### src/rtl/core/assert_macros.svh
// Assertion macros shared by the requantizer RTL; they compile to nothing when SYNTH is defined.
`ifndef ASSERT_MACROS_SVH
`define ASSERT_MACROS_SVH
`ifndef SYNTH
// The condition must hold at every clock edge outside reset.
`define MXRQ_ASSERT(lbl, prop) \
    lbl: assert property (@(posedge clk) disable iff (!rst_n) (prop)) \
        else $error("mxrq assertion failed");
// When the antecedent holds, the consequent must hold in the same cycle.
`define MXRQ_IMPLY(lbl, ante, cons) \
    lbl: assert property (@(posedge clk) disable iff (!rst_n) (ante) |-> (cons)) \
        else $error("mxrq assertion failed");
// When the antecedent holds, the consequent must hold in the next cycle.
`define MXRQ_NEXT(lbl, ante, cons) \
    lbl: assert property (@(posedge clk) disable iff (!rst_n) (ante) |=> (cons)) \
        else $error("mxrq assertion failed");
`else
`define MXRQ_ASSERT(lbl, prop)
`define MXRQ_IMPLY(lbl, ante, cons)
`define MXRQ_NEXT(lbl, ante, cons)
`endif
`endif

### src/rtl/core/mxrq_pkg.sv
// Shared constants, types and the FP4 to E4M3 conversion of the requantizer.
package mxrq_pkg;

    localparam int BLOCK_ROWS    = 32;
    localparam int BYTES_PER_ROW = 16;
    localparam int PAIR_W        = 4;
    localparam int ROW_W         = (BLOCK_ROWS > 1) ? $clog2(BLOCK_ROWS) : 1;

    typedef logic [ROW_W-1:0]  row_t;
    typedef logic [PAIR_W-1:0] pair_t;

    localparam row_t  LAST_ROW  = row_t'(BLOCK_ROWS - 1);
    localparam pair_t LAST_PAIR = pair_t'(BYTES_PER_ROW - 1);

    localparam logic [7:0] NAN_SCALE  = 8'd255;
    localparam logic [7:0] SCALE_BIAS = 8'd6;

    typedef enum logic [1:0] {
        STATUS_OK    = 2'd0,
        STATUS_NAN   = 2'd1,
        STATUS_SMALL = 2'd2
    } status_t;

    // Commands from the controller to the datapath.
    typedef struct packed {
        logic  take;        // input transfer this cycle
        logic  advance;     // stage A moves into the output register
        logic  scale_phase; // the transferred byte is a row scale
        logic  last_scale;  // the transferred byte is the final row scale
        logic  last_pair;   // the transferred byte is the final pair byte
        row_t  scale_addr;  // store address of the row scale
        row_t  row;         // row of the pair byte
        pair_t pair;        // byte position within the row
    } cmd_t;

    // Converts one E2M1 nibble, scaled by 2^(6 - d), into an E4M3 code with
    // round-to-nearest-even. d is the maximum scale minus the row scale.
    function automatic logic [7:0] fp4_to_e4m3(input logic [3:0] nib, input logic [7:0] d);
        logic [2:0]        mag;
        logic [3:0]        epb;
        logic              f;
        logic signed [9:0] t;
        logic [7:0]        code;
        mag = nib[2:0];
        // epb is the FP4 exponent plus 13; f is its mantissa bit.
        case (mag)
            3'd1:    begin epb = 4'd12; f = 1'b0;   end
            3'd2,
            3'd3:    begin epb = 4'd13; f = mag[0]; end
            3'd4,
            3'd5:    begin epb = 4'd14; f = mag[0]; end
            3'd6,
            3'd7:    begin epb = 4'd15; f = mag[0]; end
            default: begin epb = 4'd0;  f = 1'b0;   end
        endcase
        // t is the biased E4M3 exponent field before range limiting.
        t = $signed({6'd0, epb}) - $signed({2'd0, d});
        if (mag == 3'd0) begin
            code = 8'd0;
        end
        else if (t >= 10'sd1) begin
            code = {1'b0, t[3:0], f, 2'b00};
        end
        else if (t == 10'sd0) begin
            code = {5'd0, 1'b1, f, 1'b0};
        end
        else if (t == -10'sd1) begin
            code = {6'd0, 1'b1, f};
        end
        else if (t == -10'sd2) begin
            // 1.0 or 1.5 times the lowest subnormal step: ties go to even.
            code = f ? 8'd2 : 8'd1;
        end
        else if (t == -10'sd3) begin
            code = f ? 8'd1 : 8'd0;
        end
        else begin
            code = 8'd0;
        end
        if (nib[3] && (mag != 3'd0)) begin
            code[7] = 1'b1;
        end
        return code;
    endfunction

endpackage

### src/rtl/core/mxfp4_block_to_fp8_requantizer.sv
// A result passes through stage A and the output register after the transfer of its byte.
// Throughput: one byte per cycle while byte_stall is low; the registered read of the
// row scale store sets the depth.
// A block of 32 scale bytes and 512 pair bytes gives 513 results in 544 transfers.
// Reset clears the block phase, counters, maximum, status and pipeline valid flags.
// The row scale store is not cleared; every entry is written before it is read.
module mxfp4_block_to_fp8_requantizer (
    input  logic       clk,
    input  logic       rst_n,
    input  logic       byte_valid,
    output logic       byte_stall,
    input  logic [7:0] data_byte,
    output logic       result_valid,
    input  logic       result_stall,
    output logic       is_header,
    output logic [7:0] shared_scale,
    output logic [1:0] status,
    output logic [7:0] weight_even,
    output logic [7:0] weight_odd,
    output logic [4:0] row_index,
    output logic [3:0] pair_index,
    output logic       last
);

    mxrq_pkg::cmd_t cmd;

    mxrq_ctrl u_ctrl (
        .clk          (clk),
        .rst_n        (rst_n),
        .byte_valid   (byte_valid),
        .byte_stall   (byte_stall),
        .result_valid (result_valid),
        .result_stall (result_stall),
        .cmd          (cmd)
    );

    mxrq_datapath u_datapath (
        .clk          (clk),
        .rst_n        (rst_n),
        .cmd          (cmd),
        .data_byte    (data_byte),
        .is_header    (is_header),
        .shared_scale (shared_scale),
        .status       (status),
        .weight_even  (weight_even),
        .weight_odd   (weight_odd),
        .row_index    (row_index),
        .pair_index   (pair_index),
        .last         (last)
    );

endmodule

### src/rtl/core/mxrq_ctrl.sv
// Controller of the requantizer: block phase, byte counters and pipeline handshake.
`include "assert_macros.svh"
module mxrq_ctrl (
    input  logic            clk,
    input  logic            rst_n,
    input  logic            byte_valid,
    output logic            byte_stall,
    output logic            result_valid,
    input  logic            result_stall,
    output mxrq_pkg::cmd_t  cmd
);

    typedef enum logic {
        ST_SCALES,
        ST_PAIRS
    } state_t;

    state_t                state_reg, state_next;
    mxrq_pkg::row_t        scale_cnt_reg, scale_cnt_next;
    mxrq_pkg::row_t        row_cnt_reg, row_cnt_next;
    mxrq_pkg::pair_t       pair_cnt_reg, pair_cnt_next;
    logic                  a_valid_reg, a_valid_next;
    logic                  o_valid_reg, o_valid_next;

    logic o_free;
    logic advance;
    logic take;
    logic last_scale;
    logic last_pair;

    always_comb
    begin
        o_free     = !o_valid_reg || !result_stall;
        advance    = a_valid_reg && o_free;
        take       = byte_valid && (!a_valid_reg || advance);
        last_scale = (state_reg == ST_SCALES) && (scale_cnt_reg == mxrq_pkg::LAST_ROW);
        last_pair  = (state_reg == ST_PAIRS) && (row_cnt_reg == mxrq_pkg::LAST_ROW)
                     && (pair_cnt_reg == mxrq_pkg::LAST_PAIR);

        state_next     = state_reg;
        scale_cnt_next = scale_cnt_reg;
        row_cnt_next   = row_cnt_reg;
        pair_cnt_next  = pair_cnt_reg;

        if (take) begin
            case (state_reg)
                ST_SCALES:
                begin
                    if (last_scale) begin
                        scale_cnt_next = '0;
                        state_next     = ST_PAIRS;
                    end
                    else begin
                        scale_cnt_next = scale_cnt_reg + 1'b1;
                    end
                end
                ST_PAIRS:
                begin
                    pair_cnt_next = pair_cnt_reg + 1'b1;
                    if (last_pair) begin
                        row_cnt_next = '0;
                        state_next   = ST_SCALES;
                    end
                    else if (pair_cnt_reg == mxrq_pkg::LAST_PAIR) begin
                        row_cnt_next = row_cnt_reg + 1'b1;
                    end
                end
                default:
                begin
                    state_next = ST_SCALES;
                end
            endcase
        end

        // Scale bytes other than the last one leave no result behind.
        if (take && ((state_reg == ST_PAIRS) || last_scale)) begin
            a_valid_next = 1'b1;
        end
        else if (advance) begin
            a_valid_next = 1'b0;
        end
        else begin
            a_valid_next = a_valid_reg;
        end

        if (advance) begin
            o_valid_next = 1'b1;
        end
        else if (o_free) begin
            o_valid_next = 1'b0;
        end
        else begin
            o_valid_next = o_valid_reg;
        end
    end

    always_ff @(posedge clk or negedge rst_n)
    begin
        if (!rst_n) begin
            state_reg     <= ST_SCALES;
            scale_cnt_reg <= '0;
            row_cnt_reg   <= '0;
            pair_cnt_reg  <= '0;
            a_valid_reg   <= 1'b0;
            o_valid_reg   <= 1'b0;
        end
        else begin
            state_reg     <= state_next;
            scale_cnt_reg <= scale_cnt_next;
            row_cnt_reg   <= row_cnt_next;
            pair_cnt_reg  <= pair_cnt_next;
            a_valid_reg   <= a_valid_next;
            o_valid_reg   <= o_valid_next;
        end
    end

    assign byte_stall   = a_valid_reg && !o_free;
    assign result_valid = o_valid_reg;

    always_comb
    begin
        cmd.take        = take;
        cmd.advance     = advance;
        cmd.scale_phase = (state_reg == ST_SCALES);
        cmd.last_scale  = last_scale;
        cmd.last_pair   = last_pair;
        cmd.scale_addr  = scale_cnt_reg;
        cmd.row         = row_cnt_reg;
        cmd.pair        = pair_cnt_reg;
    end

    `MXRQ_IMPLY(a_pairs_scale_cnt_clear, state_reg == ST_PAIRS, scale_cnt_reg == '0)
    `MXRQ_NEXT(a_last_scale_enters_pairs, take && last_scale,
        state_reg == ST_PAIRS && row_cnt_reg == '0 && pair_cnt_reg == '0)
    `MXRQ_NEXT(a_last_pair_ends_block, take && last_pair,
        state_reg == ST_SCALES && a_valid_reg)

endmodule

### src/rtl/core/mxrq_datapath.sv
// Datapath of the requantizer: scale store, block maximum and status, conversion stages.
`include "assert_macros.svh"
module mxrq_datapath (
    input  logic                  clk,
    input  logic                  rst_n,
    input  mxrq_pkg::cmd_t        cmd,
    input  logic [7:0]            data_byte,
    output logic                  is_header,
    output logic [7:0]            shared_scale,
    output logic [1:0]            status,
    output logic [7:0]            weight_even,
    output logic [7:0]            weight_odd,
    output logic [4:0]            row_index,
    output logic [3:0]            pair_index,
    output logic                  last
);

    logic [7:0]        scale_mem [mxrq_pkg::BLOCK_ROWS];
    logic [7:0]        scale_q_reg;

    logic [7:0]        max_reg, max_next;
    mxrq_pkg::status_t err_reg, err_next;

    // Stage A holds one transferred byte while its row scale is read.
    logic [7:0]        a_byte_reg;
    logic              a_hdr_reg;
    logic [7:0]        a_max_reg;
    mxrq_pkg::status_t a_err_reg;
    mxrq_pkg::row_t    a_row_reg;
    mxrq_pkg::pair_t   a_pair_reg;
    logic              a_last_reg;

    logic [7:0]        max_upd;
    mxrq_pkg::status_t err_upd;
    logic [7:0]        scale_gap;
    logic              zero_codes;

    always_comb
    begin
        max_upd = (data_byte > max_reg) ? data_byte : max_reg;
        err_upd = (data_byte == mxrq_pkg::NAN_SCALE) ? mxrq_pkg::STATUS_NAN : err_reg;
        if (cmd.last_scale && (err_upd == mxrq_pkg::STATUS_OK)
            && (max_upd < mxrq_pkg::SCALE_BIAS)) begin
            err_upd = mxrq_pkg::STATUS_SMALL;
        end

        max_next = max_reg;
        err_next = err_reg;
        if (cmd.take) begin
            if (cmd.scale_phase) begin
                max_next = max_upd;
                err_next = err_upd;
            end
            else if (cmd.last_pair) begin
                max_next = '0;
                err_next = mxrq_pkg::STATUS_OK;
            end
        end
    end

    always_ff @(posedge clk or negedge rst_n)
    begin
        if (!rst_n) begin
            max_reg <= '0;
            err_reg <= mxrq_pkg::STATUS_OK;
        end
        else begin
            max_reg <= max_next;
            err_reg <= err_next;
        end
    end

    always_ff @(posedge clk)
    begin
        if (cmd.take && cmd.scale_phase) begin
            scale_mem[cmd.scale_addr] <= data_byte;
        end
        if (cmd.take && !cmd.scale_phase) begin
            scale_q_reg <= scale_mem[cmd.row];
        end
    end

    always_ff @(posedge clk)
    begin
        if (cmd.take) begin
            a_byte_reg <= data_byte;
            a_hdr_reg  <= cmd.scale_phase;
            a_max_reg  <= cmd.scale_phase ? max_upd : max_reg;
            a_err_reg  <= cmd.scale_phase ? err_upd : err_reg;
            a_row_reg  <= cmd.row;
            a_pair_reg <= cmd.pair;
            a_last_reg <= cmd.last_pair;
        end
    end

    // The row scale never exceeds the block maximum, so the distance is unsigned.
    assign scale_gap  = a_max_reg - scale_q_reg;
    assign zero_codes = a_hdr_reg || (a_err_reg != mxrq_pkg::STATUS_OK);

    always_ff @(posedge clk)
    begin
        if (cmd.advance) begin
            is_header    <= a_hdr_reg;
            shared_scale <= (a_hdr_reg && (a_err_reg == mxrq_pkg::STATUS_OK))
                            ? (a_max_reg - mxrq_pkg::SCALE_BIAS) : 8'd0;
            status       <= a_err_reg;
            weight_even  <= zero_codes ? 8'd0
                            : mxrq_pkg::fp4_to_e4m3(a_byte_reg[3:0], scale_gap);
            weight_odd   <= zero_codes ? 8'd0
                            : mxrq_pkg::fp4_to_e4m3(a_byte_reg[7:4], scale_gap);
            row_index    <= a_hdr_reg ? 5'd0 : 5'(a_row_reg);
            pair_index   <= a_hdr_reg ? 4'd0 : a_pair_reg;
            last         <= a_hdr_reg ? 1'b0 : a_last_reg;
        end
    end

    `MXRQ_NEXT(a_nan_scale_flags, cmd.take && cmd.scale_phase && data_byte == mxrq_pkg::NAN_SCALE,
        err_reg == mxrq_pkg::STATUS_NAN)
    `MXRQ_NEXT(a_nan_sticky, err_reg == mxrq_pkg::STATUS_NAN && !(cmd.take && cmd.last_pair),
        err_reg == mxrq_pkg::STATUS_NAN)
    `MXRQ_NEXT(a_block_end_clears, cmd.take && cmd.last_pair,
        max_reg == '0 && err_reg == mxrq_pkg::STATUS_OK)

endmodule
### config.mk
export PLATFORM = sky130hd
export DESIGN_NAME = mxfp4_block_to_fp8_requantizer
export DESIGN_NICKNAME = d
export VERILOG_FILES = /design/src/rtl/core/mxrq_pkg.sv /design/src/rtl/core/mxfp4_block_to_fp8_requantizer.sv /design/src/rtl/core/mxrq_ctrl.sv /design/src/rtl/core/mxrq_datapath.sv
export VERILOG_INCLUDE_DIRS = /design/src /design/src/rtl/core
export SDC_FILE = /design/constraint.sdc
export NUM_CORES = 1
export LEC_CHECK = 0
export BUFFER_PORTS_ARGS = -buffer_cell sky130_fd_sc_hd__buf_2
export CAP_MARGIN = 30
export CORE_MARGIN = 4
export CORE_UTILIZATION = 62
export DETAILED_ROUTE_END_ITERATION = 10
export PLACE_DENSITY = 0.86
export SYNTH_ARGS = -nofsm -noshare
export SYNTH_HDL_FRONTEND = slang
export SYNTH_SLANG_ARGS = --single-unit
### constraint.sdc
create_clock -name clk -period 5.4 [get_ports clk]
set_input_delay 0 -clock clk [delete_from_list [all_inputs] [get_ports clk]]
set_output_delay 0 -clock clk [all_outputs]
set_load 0.005 [all_outputs]
==> flow_summary.yaml, run 1 <==
cts:
  post_cts_resize_count: 0
  h-tree-depth: 2
  cts_made_buffers: 36
  worst_setup_hold_path_clk_slew_ps: 60
  cts_tree: "yes"
  clock_tree_buf_depth: 3
  clkLatencyLatePin_ps: 520
  ctsRootBufferMaster: "sky130_fd_sc_hd__clkbuf_16"
  tritoncts_sinks: 357
drt:
  vias_per_cell: 6.23
  drt_iter0_drc: 824
  final_antenna_net_count: 0
  average_wire_per_standard_cell_um: 23.4
  detail_route.wirelength_mm: 30.1
  detailedRoute.firstPassIterationCount: 5
  drc: 0
  dr_total_vias: 8015
sta:
  setup_viol: 0
  timing.setup.tns_ps: 0
  fin_hold_ws_ps: 40.4
  slew-limit-headroom: 0.360
  post-route-period-util: 0.662
  finClkSkew_ps: 15.2
  slew_viol_final: 0
  finalHoldViolCount: 0
  tightest_slew_ps: 961
  period_minus_slack_ps: 3580
  grt_setup_unrepaired: "no"
  maxClockFrequency_mhz: 280
place:
  routabilityCongestion: 0.852
  hpwlAfterDp_mm: 18.2
  io_buffers: 50
  placement_stage_cell_area_um2: 15600
worst_setup_path:
  critical-path-slowest-cell: "sky130_fd_sc_hd__a2111oi_1"
  startpoint_type: "flop"
  critical_path.max_stage_delay_ps: 550
  reg2regPathDepth: 11
  buf_inv_on_cp: 0
  criticalPathCategory: "reg2reg"
  kind_of_cell_adding_the_most_delay_to_the_critical_path: "compound AO/OA/AOI/OAI gates"
  crit_fanout: 8
  arrival_ps: 3900
  worst-path-stages: 11
  critical_path.cell_chain: "ha_1, nand2b_1, nand2b_1, a21oi_1, xor2_1, ha_1, or3_1, a21o_1, a2111oi_1, nand2_1, a221oi_1"
  critPathCaptureType: "flop"
  required_ps: 5730
grt:
  largest_net_degree_at_the_start_of_global_routing: 39
  globalRoute.totalOverflow: 0
  grt_first_pass_wirelength_mm: 47.0
  gr-usage-all-layers: 0.236
  number_of_global_route_vias_before_repair: 8053
  grt_antenna_before_repair: 0
synth:
  synth_top_area_cell: "sky130_fd_sc_hd__edfxtp_1"
  compound_gate_portion_of_the_synthesized_area: 0.0342
  yosysTopAreaCellShare: 0.659
  post_synth_and_or_nand_nor_area_fraction: 0.0693
  synthDistinctLibCells: 62
  synth.area.mux_share: 0.129
  synth-seq-area-share: 0.704
  syn_avg_cell_area_um2: 17.2
  dominant_combinational_cell_family_by_area_after_synthesis: "multiplexers"
  yosysWarnings: 0
  synth_area_um2: 15000
  synth.ff_latch_count: 357
  post_synthesis_xor_xnor_area_fraction: 0.0140
  synth_cells: 872
  synth_flop_cell: "sky130_fd_sc_hd__edfxtp_1"
  syn-num-nets: 917
  asyncSetResetFlopFracSynth: 0.0756
  synth_fa_ha_area_frac: 0.0304
  synth_area_leaders: "sky130_fd_sc_hd__edfxtp_1, sky130_fd_sc_hd__mux4_2, sky130_fd_sc_hd__dfrtp_1"
  count_of_flip_flops_with_a_built_in_enable_after_synthesis: 330
status:
  status: "complete, no violations"
layout:
  top_register: "u_datapath.scale_mem"
  multiInputGateArea_um2: 4170
  final_core_utilization: 0.710
  fillers: 1465
  layout_commonest_cell: "sky130_fd_sc_hd__edfxtp_1"
  final_cell_mix: "sky130_fd_sc_hd__edfxtp_1, sky130_fd_sc_hd__mux4_2, sky130_fd_sc_hd__nor2_1"
  syn2layout_area_growth_pct: 11.9
  final_cell_area_um2: 16800
  drive_gt1_frac: 0.224
  seqCellArea_um2: 10600
  fin_nets: 986
  n_antenna_cell: 0
  largest_register_ff_count: 256
floorplan:
  coreArea_um2: 23700
  initial_utilization: 0.635
  io_pins: 51
  die_w_um: 164
  fp.dieH_um: 164
  placementRows: 56
  floorplan.die_area_um2: 26800
worst_hold_path:
  worstHoldPathType: "in2async"
pwr:
  power_leakage_nw: 5.77
  power_density_nw_per_um2: 474
  totalPowerFinal_mw: 7.97
  worst_ir_drop_vdd_mv: 0.303
job:
  max-cap-violations: 0
## through the flow
| step | std cells | worst slack [ps] |
|---|---|---|
| 5_1_grt | 1287 | 1570 |
| 2_1_floorplan | 872 | 1760 |
| 4_1_cts | 1286 | 1860 |
| 3_5_place_dp | 1218 | 1870 |
| 6_report | 1287 | 1820 |
| 3_3_place_gp | 1217 | 2000 |
## layout make-up
type | instances | area share
Clock buffer | 42 | 0.0549
Clock inverter | 23 | 0.0135
Inverter | 35 | 0.00781
Multi-Input combinational cell | 446 | 0.248
Sequential cell | 357 | 0.630
Tap cell | 319 | 0.0237
Timing Repair Buffer | 65 | 0.0228
## metal layers
metal	part of all wire	GRT usage	vias to the layer above
li1	-	-	3551
met1	0.39	0.320	4029
met2	0.51	0.397	369
met3	0.070	0.0391	66
met4	0.032	0.0812	0
met5	0	0	-
## path summary, 6_finish.rpt
kind                                                        start  slack [ps]                                      end
worst min-delay path                                        rst_n          40          u_ctrl.result_valid$_DFFE_PN0P_
max in group asynchronous                                   rst_n        4900        u_ctrl.row_cnt_reg[0]$_DFFE_PN0P_
worst max register to register  u_datapath.a_max_reg[1]$_DFFE_PP_        1820  u_datapath.weight_even[1]$_SDFFCE_PP0P_
min in group clk                                     data_byte[7]          40     u_datapath.scale_mem[9][7]$_DFFE_PP_
worst min register to register  u_datapath.a_err_reg[0]$_DFFE_PP_         480           u_datapath.status[0]$_DFFE_PP_
worst max-delay path            u_datapath.a_max_reg[1]$_DFFE_PP_        1820  u_datapath.weight_even[1]$_SDFFCE_PP0P_
## cells in the mapped netlist, types with 5 or more instances
cell / count
sky130_fd_sc_hd__nand3b_1: 6
sky130_fd_sc_hd__or3_1: 5
sky130_fd_sc_hd__dfrtp_1: 27
sky130_fd_sc_hd__xnor2_1: 13
sky130_fd_sc_hd__nor2_1: 70
sky130_fd_sc_hd__inv_1: 32
sky130_fd_sc_hd__nand2_1: 61
sky130_fd_sc_hd__mux2_2: 9
sky130_fd_sc_hd__edfxtp_1: 330
sky130_fd_sc_hd__and3_1: 8
sky130_fd_sc_hd__clkbuf_1: 22
sky130_fd_sc_hd__buf_1: 5
sky130_fd_sc_hd__o21ai_0: 22
sky130_fd_sc_hd__a21oi_1: 21
sky130_fd_sc_hd__mux4_2: 80
sky130_fd_sc_hd__a22o_1: 6
sky130_fd_sc_hd__nand4_1: 8
sky130_fd_sc_hd__nor3_1: 12
sky130_fd_sc_hd__ha_1: 30
sky130_fd_sc_hd__nor2b_1: 15
sky130_fd_sc_hd__nand3_1: 9
sky130_fd_sc_hd__xor2_1: 11
## cells by family after synthesis
logic type / count (synthesis)
and+or+nand+nor: 216
buffers and inverters: 69
DFF: 357
muxes: 92
xor gates and xnor gates: 24
AOI/OAI and AO/OA: 79
adders and majority gates: 35
## report_power, final
| part | total (mW) | switching, mW | internal [mW] |
|---|---|---|---|
| Sequential | 3.59 | 0.224 | 3.37 |
| Clock | 2.42 | 0.995 | 1.42 |
| Combinational | 1.96 | 1.14 | 0.814 |
| Total | 7.97 | 2.36 | 5.60 |
## what timing repair did
item / in CTS / in global routing
setup buffers: 0 / 0
hold endpoints to repair: 36 / 0
hold buffers: 3 / 0
(Power assumes the default switching activity.)
==> run 2, diff against run 1 <==
==> constraint.sdc (replaced) <==
create_clock -name clk -period 3.3 [get_ports clk]
set_input_delay 0 -clock clk [delete_from_list [all_inputs] [get_ports clk]]
set_output_delay 0 -clock clk [all_outputs]
set_load 0.005 [all_outputs]
==> run 2 against run 1 <==
Effect of this change:
- worst hold slack better by 15 ps
- critical endpoint is now u_datapath.weight_odd[1]$_SDFFCE_PP0P_
- routed wire length increased by 6.0%
- first-iteration DRC count up 34%
- non-clock buffer count increased by 53
- largest cell class unchanged
- register-to-register slack got worse by 1700 ps
==> flow_summary.yaml, run 2 (synthesis results as in run 1) <==
status:
  status: "complete, no violations"
layout:
  n_antenna_cell: 0
  fin_nets: 1038
  fillers: 1356
  layout_commonest_cell: "sky130_fd_sc_hd__edfxtp_1"
  drive_gt1_frac: 0.277
  largest_register_ff_count: 256
  final_cell_mix: "sky130_fd_sc_hd__edfxtp_1, sky130_fd_sc_hd__mux4_2, sky130_fd_sc_hd__nor2_1"
  post_layout_nonfiller_instances: 1335
  syn2layout_area_growth_pct: 15.0
  top_register: "u_datapath.scale_mem"
grt:
  globalRoute.totalOverflow: 0
  gr-usage-all-layers: 0.243
  grt_first_pass_wirelength_mm: 48.7
  number_of_global_route_vias_before_repair: 8278
  largest_net_degree_at_the_start_of_global_routing: 49
  grt_antenna_before_repair: 0
worst_setup_path:
  setup.worst_path.end: "u_datapath.weight_odd[1]$_SDFFCE_PP0P_"
  criticalPathCategory: "reg2reg"
  critical-path-top-cell-by-count: "sky130_fd_sc_hd__fa_2"
  critical_path.max_stage_delay_ps: 540
  reg_to_reg_startpoint: "u_datapath.a_max_reg[0]$_DFFE_PP_"
  arrival_ps: 3540
  startpoint_type: "flop"
  critPathCaptureType: "flop"
  reg2reg_setup_slack_ps: 80
  critical-path-slowest-cell: "sky130_fd_sc_hd__or4_4"
  worst-path-stages: 10
  required_ps: 3620
  critical_path.cell_chain: "inv_2, ha_2, fa_2, buf_4, fa_2, maj3_2, a21oi_4, xnor2_2, or4_4, o32ai_2"
  worst_r2r_endpoint: "u_datapath.weight_odd[1]$_SDFFCE_PP0P_"
  crit_fanout: 4
  reg2regPathDepth: 10
  buf_inv_on_cp: 2
  kind_of_cell_adding_the_most_delay_to_the_critical_path: "adder cells"
  cp-startpoint: "u_datapath.a_max_reg[0]$_DFFE_PP_"
drt:
  vias_per_cell: 6.36
  drc: 0
  final_antenna_net_count: 0
  average_wire_per_standard_cell_um: 23.9
  detail_route.wirelength_mm: 31.9
  detailedRoute.firstPassIterationCount: 6
  drt_iter0_drc: 1104
  dr_total_vias: 8489
cts:
  worst_setup_hold_path_clk_slew_ps: 60
  ctsRootBufferMaster: "sky130_fd_sc_hd__clkbuf_16"
  cts_tree: "yes"
  h-tree-depth: 2
  clock_tree_buf_depth: 3
  clkLatencyLatePin_ps: 510
  tritoncts_sinks: 357
  cts_made_buffers: 35
place:
  io_buffers: 50
  routabilityCongestion: 0.892
  dp.cells: 1269
  hpwlAfterDp_mm: 20.4
pwr:
  pwr-share-seq: 0.437
  p_int_mw: 9.39
  power.share.clock: 0.271
  power_leakage_nw: 6.02
  power_density_nw_per_um2: 782
  switching_power_mw: 4.12
  worst_ir_drop_vdd_mv: 0.533
  p_sw_frac: 0.305
  pwr-share-comb: 0.292
floorplan:
  initial_utilization: 0.635
  io_pins: 51
  floorplan.die_area_um2: 26800
  placementRows: 56
  coreArea_um2: 23700
  die_w_um: 164
  fp.dieH_um: 164
sta:
  slew-limit-headroom: 0.450
  post-route-period-util: 0.975
  slew_viol_final: 0
  setup_viol: 0
  period_minus_slack_ps: 3220
  tightest_slew_ps: 816
  timing.setup.tns_ps: 0
  maxClockFrequency_mhz: 311
  finalHoldViolCount: 0
  finClkSkew_ps: 13.0
worst_hold_path:
  worstHoldPathType: "in2async"
job:
  max-cap-violations: 0
run 2: power groups by stage:
stage          clock network [mW]  registers, mW  logic, mW
2_1_floorplan                   0           5.80       2.46
3_5_place_dp                    0           5.96       3.45
4_1_cts                      3.72           5.88       3.52
5_1_grt                      3.95           5.93       4.29
3_3_place_gp                    0           5.93       3.27
6_report                     3.67           5.90       3.95
run 2: area by class of cell:
| type | count | area (µm²) | share of cell area |
|---|---|---|---|
| Inverter | 35 | 131 | 0.00760 |
| Clock inverter | 11 | 104 | 0.00601 |
| Sequential cell | 357 | 10600 | 0.613 |
| Clock buffer | 49 | 938 | 0.0543 |
| Multi-Input combinational cell | 446 | 4290 | 0.248 |
| Timing Repair Buffer | 118 | 822 | 0.0476 |
| Tap cell | 319 | 399 | 0.0231 |
run 2: timing repair:
item,CTS,global route
buffers inserted,1,2
hold buffers,3,0
pin swaps,1,16
resized for setup,3,23
hold endpoints to repair,33,0
endpoints found under the setup margin,1,10
run 2: per-stage QoR:
stage / utilization / instance area [µm²] / hold slack [ps] / worst slack [ps] / power [mW]
after floorplan: - / 15000 / -296 / 32.0 / 8.25
after global placement: 0.677 / 16000 / 35.1 / 35.5 / 9.20
after detailed placement: 0.678 / 16100 / 43.5 / -49.1 / 9.41
after CTS: 0.724 / 17100 / 56.4 / 17.7 / 13.1
after global routing: 0.730 / 17300 / 81.9 / -48.6 / 14.2
final: 0.730 / 17300 / 55.4 / 83.5 / 13.5
run 2: worst register-to-register path, cell delays in order, from the launching register on:
cell and delay (ps):
sky130_fd_sc_hd__edfxtp_1 370, sky130_fd_sc_hd__inv_2 70, sky130_fd_sc_hd__ha_2 180, sky130_fd_sc_hd__fa_2 480
sky130_fd_sc_hd__buf_4 170, sky130_fd_sc_hd__fa_2 360, sky130_fd_sc_hd__maj3_2 330, sky130_fd_sc_hd__a21oi_4 180
sky130_fd_sc_hd__xnor2_2 100, sky130_fd_sc_hd__or4_4 540, sky130_fd_sc_hd__o32ai_2 260
run 2: worst min-delay path by stage:
| stage | start | end | slack, ps |
|---|---|---|---|
| 2_1_floorplan | rst_n | u_ctrl.a_valid_reg$_DFFE_PN0P_ | -300 |
| 3_3_place_gp | rst_n | u_ctrl.result_valid$_DFFE_PN0P_ | 40 |
| 5_1_grt | data_byte[0] | u_datapath.scale_mem[20][0]$_DFFE_PP_ | 80 |
| 6_report | rst_n | u_ctrl.result_valid$_DFFE_PN0P_ | 60 |
| 4_1_cts | data_byte[0] | u_datapath.scale_mem[22][0]$_DFFE_PP_ | 60 |
| 3_5_place_dp | rst_n | u_ctrl.result_valid$_DFFE_PN0P_ | 40 |
run 2: layer usage:
layer	global-route usage	vias up	routed length, µm
li1	-	3655	-
met1	0.326	4238	11900
met2	0.407	520	16000
met3	0.0578	76	3070
met4	0.0660	0	929
met5	0	-	0
==> run 3, diff against run 2 <==
--- a/config.mk
+++ b/config.mk
@@ -11,6 +11,7 @@
 export CORE_MARGIN = 4
 export CORE_UTILIZATION = 62
 export DETAILED_ROUTE_END_ITERATION = 10
+export HOLD_SLACK_MARGIN = 0.03
 export PLACE_DENSITY = 0.86
 export SYNTH_ARGS = -nofsm -noshare
 export SYNTH_HDL_FRONTEND = slang
==> constraint.sdc (replaced) <==
create_clock -name clk -period 3.34 [get_ports clk]
set_input_delay 0 -clock clk [delete_from_list [all_inputs] [get_ports clk]]
set_output_delay 0 -clock clk [all_outputs]
set_load 0.005 [all_outputs]
==> run 3 against run 2 <==
Effect of this change:
- routed wire length grew 3.3%
- final cell count did not move
- clock power is 2% higher
- critical endpoint is now u_datapath.weight_even[1]$_SDFFCE_PP0P_
==> flow_summary.yaml, run 3 (synthesis results as in run 1) <==
status:
  status: "complete, no violations"
drt:
  detail_route.wirelength_mm: 32.9
  average_wire_per_standard_cell_um: 24.7
  vias_per_cell: 6.38
  drc: 0
  met2_length_mm: 16.5
  final_antenna_net_count: 0
  route.layer.met1.wl_mm: 12.4
  dr_total_vias: 8516
  length_of_routed_met3_wiring_mm: 3.06
  highest_routing_layer_actually_used: "met4"
  detailedRoute.firstPassIterationCount: 6
  drt_iter0_drc: 1017
layout:
  syn2layout_area_growth_pct: 14.8
  drive_gt1_frac: 0.268
  final_cell_mix: "sky130_fd_sc_hd__edfxtp_1, sky130_fd_sc_hd__mux4_2, sky130_fd_sc_hd__nor2_1"
  largest_register_ff_count: 256
  layout_commonest_cell: "sky130_fd_sc_hd__edfxtp_1"
  n_antenna_cell: 0
  top_register: "u_datapath.scale_mem"
  fin_nets: 1037
  post_layout_nonfiller_instances: 1335
pwr:
  worst_ir_drop_vdd_mv: 0.465
  power_leakage_nw: 6.04
  power_density_nw_per_um2: 770
  totalPowerFinal_mw: 13.3
grt:
  gr-usage-all-layers: 0.255
  number_of_global_route_vias_before_repair: 8553
  grt_antenna_before_repair: 0
  globalRoute.totalOverflow: 0
  largest_net_degree_at_the_start_of_global_routing: 38
  grt_first_pass_wirelength_mm: 50.8
worst_setup_path:
  buf_inv_on_cp: 3
  arrival_ps: 3650
  critPathCaptureType: "flop"
  kind_of_cell_adding_the_most_delay_to_the_critical_path: "compound AO/OA/AOI/OAI gates"
  criticalPathCategory: "reg2reg"
  reg_to_reg_startpoint: "u_datapath.scale_q_reg[1]$_DFFE_PP_"
  reg2regPathDepth: 14
  reg2reg_setup_slack_ps: 30
  cp-startpoint: "u_datapath.scale_q_reg[1]$_DFFE_PP_"
  worst_r2r_endpoint: "u_datapath.weight_even[1]$_SDFFCE_PP0P_"
  crit_fanout: 7
  critical_path.cell_chain: "inv_1, ha_1, nand2b_1, nand2b_1, a21oi_1, xor2_1, buf_4, ha_1, buf_4, a21boi_1, o21ai_0, xnor2_1, or4_1, a221oi_2"
  critical-path-slowest-cell: "sky130_fd_sc_hd__or4_1"
  setup.worst_path.end: "u_datapath.weight_even[1]$_SDFFCE_PP0P_"
  startpoint_type: "flop"
  critical_path.max_stage_delay_ps: 560
  required_ps: 3680
  worst-path-stages: 14
sta:
  grt_setup_unrepaired: "yes"
  post-route-period-util: 0.990
  slew-limit-headroom: 0.514
  tightest_slew_ps: 721
  maxClockFrequency_mhz: 303
  finalHoldViolCount: 0
  slew_viol_final: 0
  finClkSkew_ps: 15.0
  period_minus_slack_ps: 3310
  setup_viol: 0
place:
  hpwlAfterDp_mm: 20.3
  dp.cells: 1267
  io_buffers: 50
  routabilityCongestion: 0.909
floorplan:
  io_pins: 51
  fp.dieH_um: 164
  coreArea_um2: 23700
  floorplan.die_area_um2: 26800
  initial_utilization: 0.635
  die_w_um: 164
  placementRows: 56
cts:
  cts_tree: "yes"
  clkLatencyLatePin_ps: 510
  cts_made_buffers: 35
  h-tree-depth: 2
  worst_setup_hold_path_clk_slew_ps: 60
  tritoncts_sinks: 357
  ctsRootBufferMaster: "sky130_fd_sc_hd__clkbuf_16"
  clock_tree_buf_depth: 3
job:
  max-cap-violations: 0
worst_hold_path:
  worstHoldPathType: "in2async"
[run 3: cell types whose count changed in the layout (fill, tap and decap cells not counted), sizes merged]
cell	before	now
buf	115	113
bufinv	2	1
clkbuf	49	50
clkinv	10	12
dlygate4sd3	3	4
inv	34	33
[run 3: worst min path at each step]
stage                     cells past startpoint                            endpoint         start
final                                         2  u_ctrl.pair_cnt_reg[0]$_DFFE_PN0P_         rst_n
after global routing                          2  u_datapath.a_byte_reg[0]$_DFFE_PP_  data_byte[0]
after CTS                                     2  u_datapath.a_byte_reg[0]$_DFFE_PP_  data_byte[0]
after detailed placement                      1     u_ctrl.result_valid$_DFFE_PN0P_         rst_n
after global placement                        1     u_ctrl.result_valid$_DFFE_PN0P_         rst_n
after floorplan                               0      u_ctrl.a_valid_reg$_DFFE_PN0P_         rst_n
[run 3: per-stage QoR]
stage / setup slack (ps) / area (µm²) / util / TNS (ps) / hold WS, ps
after detailed placement: -40.5 / 16000 / 0.677 / -40.5 / 56.0
after global routing: -137 / 17300 / 0.729 / -326 / 73.8
after global placement: 52.1 / 16000 / 0.676 / 0 / 38.3
after CTS: 8.06 / 17200 / 0.725 / 0 / 49.8
after floorplan: 72.0 / 15000 / - / 0 / -296
final: 34.7 / 17300 / 0.729 / 0 / 69.5
[run 3: worst register-to-register path, delay by kind of cell, from the launching register on]
kind,cells,cell delay [ps]
compound gates,4,760
xor+xnor,2,340
fa+ha+maj,2,460
buf+inv,3,400
flops,1,430
simple gates,3,750
[run 3: report_power, final]
part	internal (mW)	switching (mW)	leakage, nW
logic	1.59	2.10	2.15
clock network	2.21	1.55	0.542
registers	5.44	0.398	3.34
[run 3: repair_timing]
item                                   in CTS  in global routing
resized for setup                           1                 10
pin swaps                                   0                  5
setup endpoints to repair                   1                  8
setup buffers                               0                  3
hold buffers                                4                  0
endpoints found under the hold margin      34                  0
[run 3: metal layers]
layer	GRT usage	vias to the layer above
met3	0.0548	87
li1	-	3652
met5	0	-
met4	0.0728	0
met2	0.425	503
met1	0.345	4274
[run 3: area by class of cell]
cell class	instances	area [µm²]
Multi-Input combinational cell	446	4230
Clock inverter	11	73.8
Timing Repair Buffer	117	801
Fill cell	1378	6430
Inverter	35	131
Sequential cell	357	10600
Clock buffer	50	1030
Tap cell	319	399
